<file path="src/hw/rtl/serial_frame_deframer_defines.svh">
// assertion macros for the serial frame deframer
`ifndef SERIAL_FRAME_DEFRAMER_DEFINES_SVH
`define SERIAL_FRAME_DEFRAMER_DEFINES_SVH

`ifndef SYNTH
// same-cycle implication
`define SFD_ASSERT_NOW(label, clk, rst, ante, cons) \
   label: assert property (@(posedge clk) disable iff (rst) (ante) |-> (cons)) \
      else $error("assertion failed");
// next-cycle implication
`define SFD_ASSERT_NEXT(label, clk, rst, ante, cons) \
   label: assert property (@(posedge clk) disable iff (rst) (ante) |=> (cons)) \
      else $error("assertion failed");
`else
`define SFD_ASSERT_NOW(label, clk, rst, ante, cons)
`define SFD_ASSERT_NEXT(label, clk, rst, ante, cons)
`endif

`endif

</file>
<file path="src/hw/rtl/sfd_pkg.sv">
// shared types and constants of the serial frame deframer
package sfd_pkg;

   localparam int QUEUE_DEPTH = 4;
   localparam int CSR_INDEX_W = 3;
   localparam int CSR_DATA_W  = 16;

   localparam logic [CSR_INDEX_W-1:0] CSR_START_FIRST  = 3'd0;
   localparam logic [CSR_INDEX_W-1:0] CSR_START_SECOND = 3'd1;
   localparam logic [CSR_INDEX_W-1:0] CSR_MAX_LENGTH   = 3'd2;
   localparam logic [CSR_INDEX_W-1:0] CSR_HEADER_TICKS = 3'd3;
   localparam logic [CSR_INDEX_W-1:0] CSR_DATA_TICKS   = 3'd4;

   localparam logic [7:0]  RST_START_FIRST  = 8'hAA;
   localparam logic [7:0]  RST_START_SECOND = 8'h55;
   localparam logic [15:0] RST_MAX_LENGTH   = 16'd1024;
   localparam logic [7:0]  RST_HEADER_TICKS = 8'd2;
   localparam logic [7:0]  RST_DATA_TICKS   = 8'd20;

   localparam logic FUNC_BYTE = 1'b0;
   localparam logic FUNC_TICK = 1'b1;

   localparam logic KIND_BYTE = 1'b0;
   localparam logic KIND_END  = 1'b1;

   localparam logic [1:0] ST_OK      = 2'd0;
   localparam logic [1:0] ST_BAD_LEN = 2'd1;
   localparam logic [1:0] ST_CKSUM   = 2'd2;
   localparam logic [1:0] ST_TIMEOUT = 2'd3;

   typedef struct packed {
      logic       func;
      logic [7:0] rx_byte;
   } req_type;

   typedef struct packed {
      logic        kind;
      logic [7:0]  payload_byte;
      logic [1:0]  status;
      logic [15:0] frame_length;
      logic        last;
   } rsp_type;

   typedef struct packed {
      logic [7:0]  start_mark_first;
      logic [7:0]  start_mark_second;
      logic [15:0] max_payload_length;
      logic [7:0]  header_tick_limit;
      logic [7:0]  data_tick_limit;
   } cfg_type;

   // one queue entry: an optional payload byte and an optional frame end
   typedef struct packed {
      logic        has_byte;
      logic        has_end;
      logic [7:0]  byte_val;
      logic [1:0]  status;
      logic [15:0] frame_length;
   } act_type;

endpackage

</file>
<file path="src/hw/rtl/sfd_front.sv">
// front end: frame parser that turns payload bytes and frame ends into queue entries
module sfd_front (
   input  logic             clock,
   input  logic             reset,
   input  logic             req_valid,
   output logic             req_ready,
   input  sfd_pkg::req_type req,
   input  sfd_pkg::cfg_type cfg,
   input  logic             q_full,
   output logic             q_push,
   output sfd_pkg::act_type q_act
);

   localparam logic [1:0] PH_HUNT = 2'd0;
   localparam logic [1:0] PH_HEAD = 2'd1;
   localparam logic [1:0] PH_DATA = 2'd2;

   localparam logic [2:0] HDR_LEN_HI = 3'd0;
   localparam logic [2:0] HDR_LEN_LO = 3'd1;
   localparam logic [2:0] HDR_CHK    = 3'd3;
   localparam logic [2:0] HDR_SUM_HI = 3'd4;
   localparam logic [2:0] HDR_SUM_LO = 3'd5;

   function automatic logic [15:0] oc_add(input logic [15:0] a, input logic [15:0] b);
      logic [16:0] s;
      s = {1'b0, a} + {1'b0, b};
      return s[16] ? (s[15:0] + 16'd1) : s[15:0];
   endfunction

   logic [1:0]  phase_ff, phase_in;
   logic        saw_first_ff, saw_first_in;
   logic [2:0]  hdr_pos_ff, hdr_pos_in;
   logic [15:0] decl_len_ff, decl_len_in;
   logic [7:0]  len_chk_ff, len_chk_in;
   logic [15:0] rx_sum_ff, rx_sum_in;
   logic [15:0] taken_ff, taken_in;
   logic [15:0] run_sum_ff, run_sum_in;
   logic [7:0]  pend_ff, pend_in;
   logic [7:0]  ticks_ff, ticks_in;

   logic        accept;
   logic        produce;
   logic [7:0]  b;
   logic [8:0]  tick_next;
   logic [7:0]  limit;
   logic [15:0] taken_next;
   logic        is_final;
   logic [15:0] addend;
   logic [15:0] sum_new;
   logic [15:0] rx_sum_full;
   logic [7:0]  len_xor;

   assign req_ready = ~q_full;
   assign accept    = req_valid & req_ready;
   assign b         = req.rx_byte;

   assign tick_next   = {1'b0, ticks_ff} + 9'd1;
   assign limit       = (phase_ff == PH_HEAD) ? cfg.header_tick_limit : cfg.data_tick_limit;
   assign taken_next  = taken_ff + 16'd1;
   assign is_final    = (taken_next == decl_len_ff);
   assign addend      = taken_ff[0] ? {pend_ff, b} : {8'h00, b};
   assign sum_new     = oc_add(run_sum_ff, addend);
   assign rx_sum_full = {rx_sum_ff[15:8], b};
   assign len_xor     = decl_len_ff[15:8] ^ decl_len_ff[7:0];

   always_comb begin
      phase_in     = phase_ff;
      saw_first_in = saw_first_ff;
      hdr_pos_in   = hdr_pos_ff;
      decl_len_in  = decl_len_ff;
      len_chk_in   = len_chk_ff;
      rx_sum_in    = rx_sum_ff;
      taken_in     = taken_ff;
      run_sum_in   = run_sum_ff;
      pend_in      = pend_ff;
      ticks_in     = ticks_ff;
      produce      = 1'b0;
      q_act        = '0;

      unique case (phase_ff)
         PH_HEAD, PH_DATA: begin
            if (req.func == sfd_pkg::FUNC_TICK) begin
               if (tick_next > {1'b0, limit}) begin
                  produce            = 1'b1;
                  q_act.has_end      = 1'b1;
                  q_act.status       = sfd_pkg::ST_TIMEOUT;
                  q_act.frame_length = (phase_ff == PH_DATA) ? decl_len_ff : 16'd0;
                  phase_in           = PH_HUNT;
                  ticks_in           = 8'd0;
               end else begin
                  ticks_in = tick_next[7:0];
               end
            end else if (phase_ff == PH_HEAD) begin
               unique case (hdr_pos_ff)
                  HDR_LEN_HI: decl_len_in = {b, decl_len_ff[7:0]};
                  HDR_LEN_LO: decl_len_in = {decl_len_ff[15:8], b};
                  HDR_CHK:    len_chk_in  = b;
                  HDR_SUM_HI: rx_sum_in   = {b, rx_sum_ff[7:0]};
                  HDR_SUM_LO: rx_sum_in   = rx_sum_full;
                  default: ;
               endcase
               if (hdr_pos_ff < HDR_SUM_LO) begin
                  hdr_pos_in = hdr_pos_ff + 3'd1;
               end else begin
                  hdr_pos_in = 3'd0;
                  if (len_chk_ff != len_xor || decl_len_ff > cfg.max_payload_length) begin
                     produce            = 1'b1;
                     q_act.has_end      = 1'b1;
                     q_act.status       = sfd_pkg::ST_BAD_LEN;
                     q_act.frame_length = decl_len_ff;
                     phase_in           = PH_HUNT;
                  end else if (decl_len_ff == 16'd0) begin
                     produce       = 1'b1;
                     q_act.has_end = 1'b1;
                     q_act.status  = (rx_sum_full == 16'd0) ? sfd_pkg::ST_OK
                                                            : sfd_pkg::ST_CKSUM;
                     phase_in      = PH_HUNT;
                  end else begin
                     phase_in   = PH_DATA;
                     ticks_in   = 8'd0;
                     taken_in   = 16'd0;
                     run_sum_in = 16'd0;
                     pend_in    = 8'd0;
                  end
               end
            end else begin
               produce        = 1'b1;
               q_act.has_byte = 1'b1;
               q_act.byte_val = b;
               taken_in       = taken_next;
               if (!taken_ff[0]) begin
                  pend_in = b;
               end
               if (taken_ff[0] || is_final) begin
                  run_sum_in = sum_new;
               end
               if (is_final) begin
                  q_act.has_end      = 1'b1;
                  q_act.status       = (~sum_new == rx_sum_ff) ? sfd_pkg::ST_OK
                                                               : sfd_pkg::ST_CKSUM;
                  q_act.frame_length = decl_len_ff;
                  phase_in           = PH_HUNT;
                  ticks_in           = 8'd0;
               end
            end
         end
         default: begin
            phase_in = PH_HUNT;
            if (req.func == sfd_pkg::FUNC_BYTE) begin
               if (saw_first_ff && b == cfg.start_mark_second) begin
                  phase_in     = PH_HEAD;
                  saw_first_in = 1'b0;
                  hdr_pos_in   = 3'd0;
                  decl_len_in  = 16'd0;
                  len_chk_in   = 8'd0;
                  rx_sum_in    = 16'd0;
                  ticks_in     = 8'd0;
               end else begin
                  saw_first_in = (b == cfg.start_mark_first);
               end
            end
         end
      endcase
   end

   assign q_push = accept & produce;

   always_ff @(posedge clock) begin
      if (reset) begin
         phase_ff     <= PH_HUNT;
         saw_first_ff <= 1'b0;
         hdr_pos_ff   <= 3'd0;
         decl_len_ff  <= 16'd0;
         len_chk_ff   <= 8'd0;
         rx_sum_ff    <= 16'd0;
         taken_ff     <= 16'd0;
         run_sum_ff   <= 16'd0;
         pend_ff      <= 8'd0;
         ticks_ff     <= 8'd0;
      end else if (accept) begin
         phase_ff     <= phase_in;
         saw_first_ff <= saw_first_in;
         hdr_pos_ff   <= hdr_pos_in;
         decl_len_ff  <= decl_len_in;
         len_chk_ff   <= len_chk_in;
         rx_sum_ff    <= rx_sum_in;
         taken_ff     <= taken_in;
         run_sum_ff   <= run_sum_in;
         pend_ff      <= pend_in;
         ticks_ff     <= ticks_in;
      end
   end

endmodule

</file>
<file path="src/hw/rtl/sfd_queue.sv">
// small register queue between parser and result stage
module sfd_queue #(
   parameter int DEPTH = sfd_pkg::QUEUE_DEPTH
) (
   input  logic             clock,
   input  logic             reset,
   input  logic             push,
   input  sfd_pkg::act_type push_act,
   output logic             full,
   input  logic             pop,
   output logic             head_valid,
   output sfd_pkg::act_type head_act
);

   localparam int PTR_W = (DEPTH > 1) ? $clog2(DEPTH) : 1;
   localparam int CNT_W = $clog2(DEPTH + 1);

   sfd_pkg::act_type entries_ff [DEPTH];
   logic [PTR_W-1:0] wr_ptr_ff, wr_ptr_in;
   logic [PTR_W-1:0] rd_ptr_ff, rd_ptr_in;
   logic [CNT_W-1:0] count_ff, count_in;
   logic             do_push, do_pop;

   assign full       = (count_ff == CNT_W'(DEPTH));
   assign head_valid = (count_ff != '0);
   assign head_act   = entries_ff[rd_ptr_ff];
   assign do_push    = push & ~full;
   assign do_pop     = pop & head_valid;

   always_comb begin
      wr_ptr_in = wr_ptr_ff;
      rd_ptr_in = rd_ptr_ff;
      count_in  = count_ff;
      if (do_push) begin
         wr_ptr_in = (wr_ptr_ff == PTR_W'(DEPTH - 1)) ? '0 : wr_ptr_ff + 1'b1;
      end
      if (do_pop) begin
         rd_ptr_in = (rd_ptr_ff == PTR_W'(DEPTH - 1)) ? '0 : rd_ptr_ff + 1'b1;
      end
      if (do_push && !do_pop) begin
         count_in = count_ff + 1'b1;
      end else if (do_pop && !do_push) begin
         count_in = count_ff - 1'b1;
      end
   end

   always_ff @(posedge clock) begin
      if (reset) begin
         wr_ptr_ff <= '0;
         rd_ptr_ff <= '0;
         count_ff  <= '0;
      end else begin
         wr_ptr_ff <= wr_ptr_in;
         rd_ptr_ff <= rd_ptr_in;
         count_ff  <= count_in;
      end
   end

   always_ff @(posedge clock) begin
      if (do_push) begin
         entries_ff[wr_ptr_ff] <= push_act;
      end
   end

endmodule

</file>
<file path="src/hw/rtl/sfd_back.sv">
// back end: expands queue entries into result items in an output register
module sfd_back (
   input  logic             clock,
   input  logic             reset,
   input  logic             q_valid,
   input  sfd_pkg::act_type q_head,
   output logic             q_pop,
   output logic             rsp_valid,
   input  logic             rsp_ready,
   output sfd_pkg::rsp_type rsp
);

   logic             rsp_valid_ff, rsp_valid_in;
   sfd_pkg::rsp_type rsp_ff, rsp_in;
   logic             second_ff, second_in;
   logic             can_load;

   assign can_load = ~rsp_valid_ff | rsp_ready;

   always_comb begin
      rsp_valid_in = rsp_valid_ff & ~rsp_ready;
      rsp_in       = rsp_ff;
      second_in    = second_ff;
      q_pop        = 1'b0;
      if (q_valid && can_load) begin
         rsp_valid_in = 1'b1;
         rsp_in       = '0;
         if (q_head.has_byte && !second_ff) begin
            rsp_in.kind         = sfd_pkg::KIND_BYTE;
            rsp_in.payload_byte = q_head.byte_val;
            rsp_in.last         = ~q_head.has_end;
            if (q_head.has_end) begin
               second_in = 1'b1;
            end else begin
               q_pop = 1'b1;
            end
         end else begin
            rsp_in.kind         = sfd_pkg::KIND_END;
            rsp_in.status       = q_head.status;
            rsp_in.frame_length = q_head.frame_length;
            rsp_in.last         = 1'b1;
            second_in           = 1'b0;
            q_pop               = 1'b1;
         end
      end
   end

   always_ff @(posedge clock) begin
      if (reset) begin
         rsp_valid_ff <= 1'b0;
         second_ff    <= 1'b0;
      end else begin
         rsp_valid_ff <= rsp_valid_in;
         second_ff    <= second_in;
      end
   end

   always_ff @(posedge clock) begin
      rsp_ff <= rsp_in;
   end

   assign rsp_valid = rsp_valid_ff;
   assign rsp       = rsp_ff;

endmodule

</file>
<file path="src/hw/rtl/serial_frame_deframer.sv">
// serial frame deframer top level: config registers, parser, queue, result stage
// an accepted item's queue entry, if any, is registered in the queue, then expanded into the output register
// throughput: one item per cycle while the queue is not full; req_ready drops when it fills
// a final payload byte gives two results from one queue entry; the queue absorbs the extra result
// reset: synchronous, active high; registers return to defaults, parser hunts, queue empties
`include "serial_frame_deframer_defines.svh"

module serial_frame_deframer #(
   parameter int QUEUE_DEPTH = sfd_pkg::QUEUE_DEPTH
) (
   input  logic                              clock,
   input  logic                              reset,
   input  logic                              req_valid,
   output logic                              req_ready,
   input  sfd_pkg::req_type                  req,
   output logic                              rsp_valid,
   input  logic                              rsp_ready,
   output sfd_pkg::rsp_type                  rsp,
   input  logic                              csr_valid,
   output logic                              csr_ready,
   input  logic [sfd_pkg::CSR_INDEX_W-1:0]   csr_index,
   input  logic [sfd_pkg::CSR_DATA_W-1:0]    csr_data
);

   sfd_pkg::cfg_type cfg_ff, cfg_in;
   logic             q_push, q_full, q_pop, q_valid;
   sfd_pkg::act_type q_act, q_head;
   logic             rsp_byte_shown, rsp_end_shown, rsp_byte_clean;

   assign csr_ready = 1'b1;

   always_comb begin
      cfg_in = cfg_ff;
      if (csr_valid) begin
         unique case (csr_index)
            sfd_pkg::CSR_START_FIRST:  cfg_in.start_mark_first   = csr_data[7:0];
            sfd_pkg::CSR_START_SECOND: cfg_in.start_mark_second  = csr_data[7:0];
            sfd_pkg::CSR_MAX_LENGTH:   cfg_in.max_payload_length = csr_data;
            sfd_pkg::CSR_HEADER_TICKS: cfg_in.header_tick_limit  = csr_data[7:0];
            sfd_pkg::CSR_DATA_TICKS:   cfg_in.data_tick_limit    = csr_data[7:0];
            default: ;
         endcase
      end
   end

   always_ff @(posedge clock) begin
      if (reset) begin
         cfg_ff.start_mark_first   <= sfd_pkg::RST_START_FIRST;
         cfg_ff.start_mark_second  <= sfd_pkg::RST_START_SECOND;
         cfg_ff.max_payload_length <= sfd_pkg::RST_MAX_LENGTH;
         cfg_ff.header_tick_limit  <= sfd_pkg::RST_HEADER_TICKS;
         cfg_ff.data_tick_limit    <= sfd_pkg::RST_DATA_TICKS;
      end else begin
         cfg_ff <= cfg_in;
      end
   end

   sfd_front u_front (
      .clock     (clock),
      .reset     (reset),
      .req_valid (req_valid),
      .req_ready (req_ready),
      .req       (req),
      .cfg       (cfg_ff),
      .q_full    (q_full),
      .q_push    (q_push),
      .q_act     (q_act)
   );

   sfd_queue #(
      .DEPTH (QUEUE_DEPTH)
   ) u_queue (
      .clock      (clock),
      .reset      (reset),
      .push       (q_push),
      .push_act   (q_act),
      .full       (q_full),
      .pop        (q_pop),
      .head_valid (q_valid),
      .head_act   (q_head)
   );

   sfd_back u_back (
      .clock     (clock),
      .reset     (reset),
      .q_valid   (q_valid),
      .q_head    (q_head),
      .q_pop     (q_pop),
      .rsp_valid (rsp_valid),
      .rsp_ready (rsp_ready),
      .rsp       (rsp)
   );

   assign rsp_byte_shown = rsp_valid && rsp.kind == sfd_pkg::KIND_BYTE;
   assign rsp_end_shown  = rsp_valid && rsp.kind == sfd_pkg::KIND_END;
   assign rsp_byte_clean = rsp.status == sfd_pkg::ST_OK && rsp.frame_length == 16'd0;

   `SFD_ASSERT_NOW(a_no_push_when_full, clock, reset, q_push, !q_full)
   `SFD_ASSERT_NOW(a_end_is_last, clock, reset, rsp_end_shown, rsp.last)
   `SFD_ASSERT_NOW(a_byte_clean, clock, reset, rsp_byte_shown, rsp_byte_clean)
   `SFD_ASSERT_NEXT(a_split_follows, clock, reset, rsp_byte_shown && rsp_ready && !rsp.last, rsp_end_shown)

endmodule

</file>
<file path="config.mk">
export PLATFORM = sky130hd
export DESIGN_NAME = serial_frame_deframer
export DESIGN_NICKNAME = d
export VERILOG_FILES = /design/src/hw/rtl/sfd_pkg.sv /design/src/hw/rtl/sfd_front.sv /design/src/hw/rtl/sfd_queue.sv /design/src/hw/rtl/sfd_back.sv /design/src/hw/rtl/serial_frame_deframer.sv
export VERILOG_INCLUDE_DIRS = /design/src /design/src/hw/rtl
export SDC_FILE = /design/constraint.sdc
export NUM_CORES = 1
export LEC_CHECK = 0
export BUFFER_PORTS_ARGS = -buffer_cell sky130_fd_sc_hd__clkbuf_2
export CORE_ASPECT_RATIO = 1.4
export CORE_MARGIN = 5
export CORE_UTILIZATION = 30
export CTS_CLUSTER_SIZE = 14
export DETAILED_ROUTE_END_ITERATION = 10
export MAX_ROUTING_LAYER = met4
export PLACE_DENSITY = 0.58
export SYNTH_ARGS = -nofsm -noshare
export SYNTH_HDL_FRONTEND = slang
export SYNTH_SLANG_ARGS = --single-unit
</file>
<file path="constraint.sdc">
create_clock -name clock -period 4.1 [get_ports clock]
set_input_delay 0.41 -clock clock [delete_from_list [all_inputs] [get_ports clock]]
set_output_delay 0.41 -clock clock [all_outputs]
set_load 0.03 [all_outputs]
</file>
==> qor.txt <==
status -> finished, final reports clean
clock latency on the worst-skew pair -> 580 ps
synth cell count leaders -> dfxtp_1, nor2_1, nand2_1
post-synth top area share -> 28.3%
Psw -> 0.00148 W
synth-to-layout area growth -> 15.6%
Ports -> 64
Final #Nets -> 1609
Rows -> 96
crit share post-route -> 94.2%
Gate power share -> 5.9%
CTS tree -> built
die area -> 0.0542 sq mm
Distinct cells, synth -> 82
Slew Limit Fails -> 0
adder-cell share of the synthesized area -> 4.90%
Net Sw Frac -> 22.6%
Worst EP arrival -> 4350 ps
Post-Synthesis Cells -> 1449
# setup viols final -> 0
max-cap violations -> 0
Worst Tran Pin Value -> 1160 ps
leading area contributor after synthesis -> edfxtp_1
dominant cells by area after synthesis -> edfxtp_1, dfxtp_1, ha_1
Top FF cell, synth -> dfxtp_1
Post-Synth XOR/XNOR Area -> 6.16%
Worst Setup Path Type -> reg2reg
starting density of the core -> 30.3%
Clock Root Buffer -> clkbuf_16
WL final -> 37500 microns
post-CTS setup buffer count -> 0
final core occ -> 35.1%
CTS max path bufs -> 3
largest family of logic cells by synthesized area -> simple AND/OR/NAND/NOR gates
gpl congestion -> 0.879
total CTS buffers -> 31
largest net degree at the start of global routing -> 73
post-synthesis simple-gate area fraction -> 18.1%
Clock Power Share -> 46.5%
htree depth -> 1
post-synthesis sequential area ratio -> 48.9%
GRT overflow -> 0
Pre-antenna DRT Iters -> 5
power per cell area -> 382 mW/mm^2
Syn Area/Cell -> 10.3 sq um
DP Cell Count -> 2123
core footprint -> 0.0490 sq mm
Synth Register Bits -> 293
critical path launch point type -> flip-flop
DRC errors left -> 0
max_slew headroom -> 22.7%
post-layout min period -> 3860 ps
clock skew -> 18.2 ps
number of flops mapped to enable cells by yosys -> 140
Hold Violations, Final -> 0
HP Class -> in2reg
Max Fclk -> 0.259 GHz
vias in the first global route -> 10900
Synth Area in Compound Gates -> 10.8%
synthesized cell area -> 0.0149 sq mm
post-synthesis net count -> 1539
Post-DRT Antenna Nets -> 0
yosys synthesis warning count -> 0
Int Pwr -> 0.00508 W
drt wl/cell -> 17.2 microns
Tot Pwr -> 0.00656 W
I/O Buffers -> 62
most frequent cell after synthesis -> dfxtp_1
Antenna diodes -> 0
Sum Neg Setup Slack -> 0 ps
CP endpoint kind -> flip-flop
mux cell area share after synthesis -> 7.84%
Total GRT Usage -> 14.0%
share of cells above drive strength 1 -> 14.4%
first-pass GRT wire length -> 59500 microns
initial antenna violation count -> 0
die height -> 273 microns
ys async rst share -> 0%
Die X -> 198 microns
detailed placement HPWL -> 27100 microns
post-route insts no fill -> 2181
CP Max Fanout -> 5
RSZ-0062 raised after global routing -> false
TritonCTS Sinks -> 293
Sequential Power Share -> 47.6%
clock-pin slew on the worst setup and hold paths -> 60 ps
Max VDD drop -> 0.000268 V
post-DR vias/cell -> 5.02
CP required -> 4590 ps
leak pwr -> 6.20 nW
via count -> 10900
Initial DRC Count -> 573
-- metal layers --
layer  vias up  global-route usage [%]  wire length [microns]
li1       5326                       -                      -
met5         -                       -                      0
met2       238                    24.7                  19500
met1      5308                    16.5                  15300
met4         0                    4.39                   1110
met3        68                    1.80                   1620
-- power groups by stage --
stage / registers, W / logic [W] / clock network [W]
global route: 0.00312 / 0.000428 / 0.00328
global placement: 0.00319 / 0.000393 / 0
floorplan: 0.00324 / 0.000207 / 0
detailed placement: 0.00319 / 0.000398 / 0
finish: 0.00312 / 0.000389 / 0.00305
CTS: 0.00312 / 0.000399 / 0.00315
-- kinds of logic after synthesis --
kind of cell / after synthesis
flip-flops: 293
buffers and inverters: 121
adder cells (fa/ha/maj): 57
XOR/XNOR: 99
other: 1
multiplexers: 81
AO/OA/AOI/OAI: 250
AND/OR/NAND/NOR: 547
-- cell type report --
cell class,count,area [sq um]
clock buffer,37,838
clock inverter,21,285
fill,4994,31800
inverter,48,180
multi-input combinational,1035,7140
sequential,293,7270
tap,637,797
timing repair buffer,110,673
-- final timing paths --
| path | from | endpoint | slack (ps) | cells past startpoint |
|---|---|---|---|---|
| setup reg to reg | u_front.phase_ff[1] | u_queue.count_ff[2] | 240 | 19 |
| setup / recovery | u_front.phase_ff[1] | u_queue.count_ff[2] | 240 | 19 |
| hold / removal | csr_data[13] | cfg_ff[29] | 50 | 3 |
| hold reg to reg | cfg_ff[17] | cfg_ff[17] | 460 | 2 |
-- state kept, by name (all words and copies together) (netlist names), named ones only --
| name | count |
|---|---|
| u_front.run_sum_ff | 16 |
| u_queue.entries_ff | 112 |
| u_front.pend_ff | 8 |
| u_queue.rd_ptr_ff | 2 |
| u_back.second_ff | 1 |
| u_front.rx_sum_ff | 16 |
| u_back.rsp_valid | 1 |
| u_queue.wr_ptr_ff | 2 |
| u_front.saw_first_ff | 1 |
| u_front.len_chk_ff | 8 |
| u_front.phase_ff | 2 |
| u_front.hdr_pos_ff | 3 |
| u_queue.count_ff | 3 |
| u_front.decl_len_ff | 16 |
| u_front.taken_ff | 16 |
| u_front.ticks_ff | 8 |
| u_back.rsp | 28 |
| cfg_ff | 48 |
-- cells in the final DEF, fill, tap and decap left out, types with 14 or more instances in the layout --
| master | instances |
|---|---|
| a21o_1 | 14 |
| a21oi_1 | 105 |
| a22oi_1 | 18 |
| and2_1 | 55 |
| and3_1 | 14 |
| buf_4 | 49 |
| clkbuf_16 | 31 |
| clkbuf_2 | 61 |
| dfxtp_1 | 152 |
| edfxtp_1 | 140 |
| ha_1 | 54 |
| inv_1 | 46 |
| mux2i_1 | 50 |
| mux4_2 | 28 |
| nand2_1 | 143 |
| nand3_1 | 40 |
| nand4_1 | 22 |
| nor2_1 | 149 |
| nor2b_1 | 31 |
| nor3_1 | 20 |
| nor4_1 | 18 |
| o21ai_0 | 35 |
| or3_1 | 15 |
| xnor2_1 | 48 |
| xor2_1 | 47 |
-- timing repair --
action / CTS / global route
endpoints found under the hold margin: 0 / 0
hold buffers: 0 / 0
endpoints found under the setup margin: 0 / 1
resized for setup: 0 / 3
-- critical path: stages (launching register included) --
cell,delay (ps)
dfxtp_1,320
inv_1,60
ha_2,220
mux2_2,350
ha_1,200
nor2b_1,110
o21a_1,120
o21a_1,110
o21a_1,110
o21a_1,100
o21ai_0,70
a211o_1,320
a21o_1,240
nor2_4,150
ha_1,210
inv_1,80
fa_1,440
xor2_1,160
or3_1,300
a21oi_1,140
-- through the flow --
step                worst slack (ps)  area [sq um]  hold WS [ps]
finish                           237         17200          52.7
global route                    1.45         17200          48.2
CTS                             71.0         17200          22.7
detailed placement               131         16000           451
global placement                 164         16000           446
floorplan                       38.2         14900           433
Note: power is estimated with default switching activity, not from simulation.
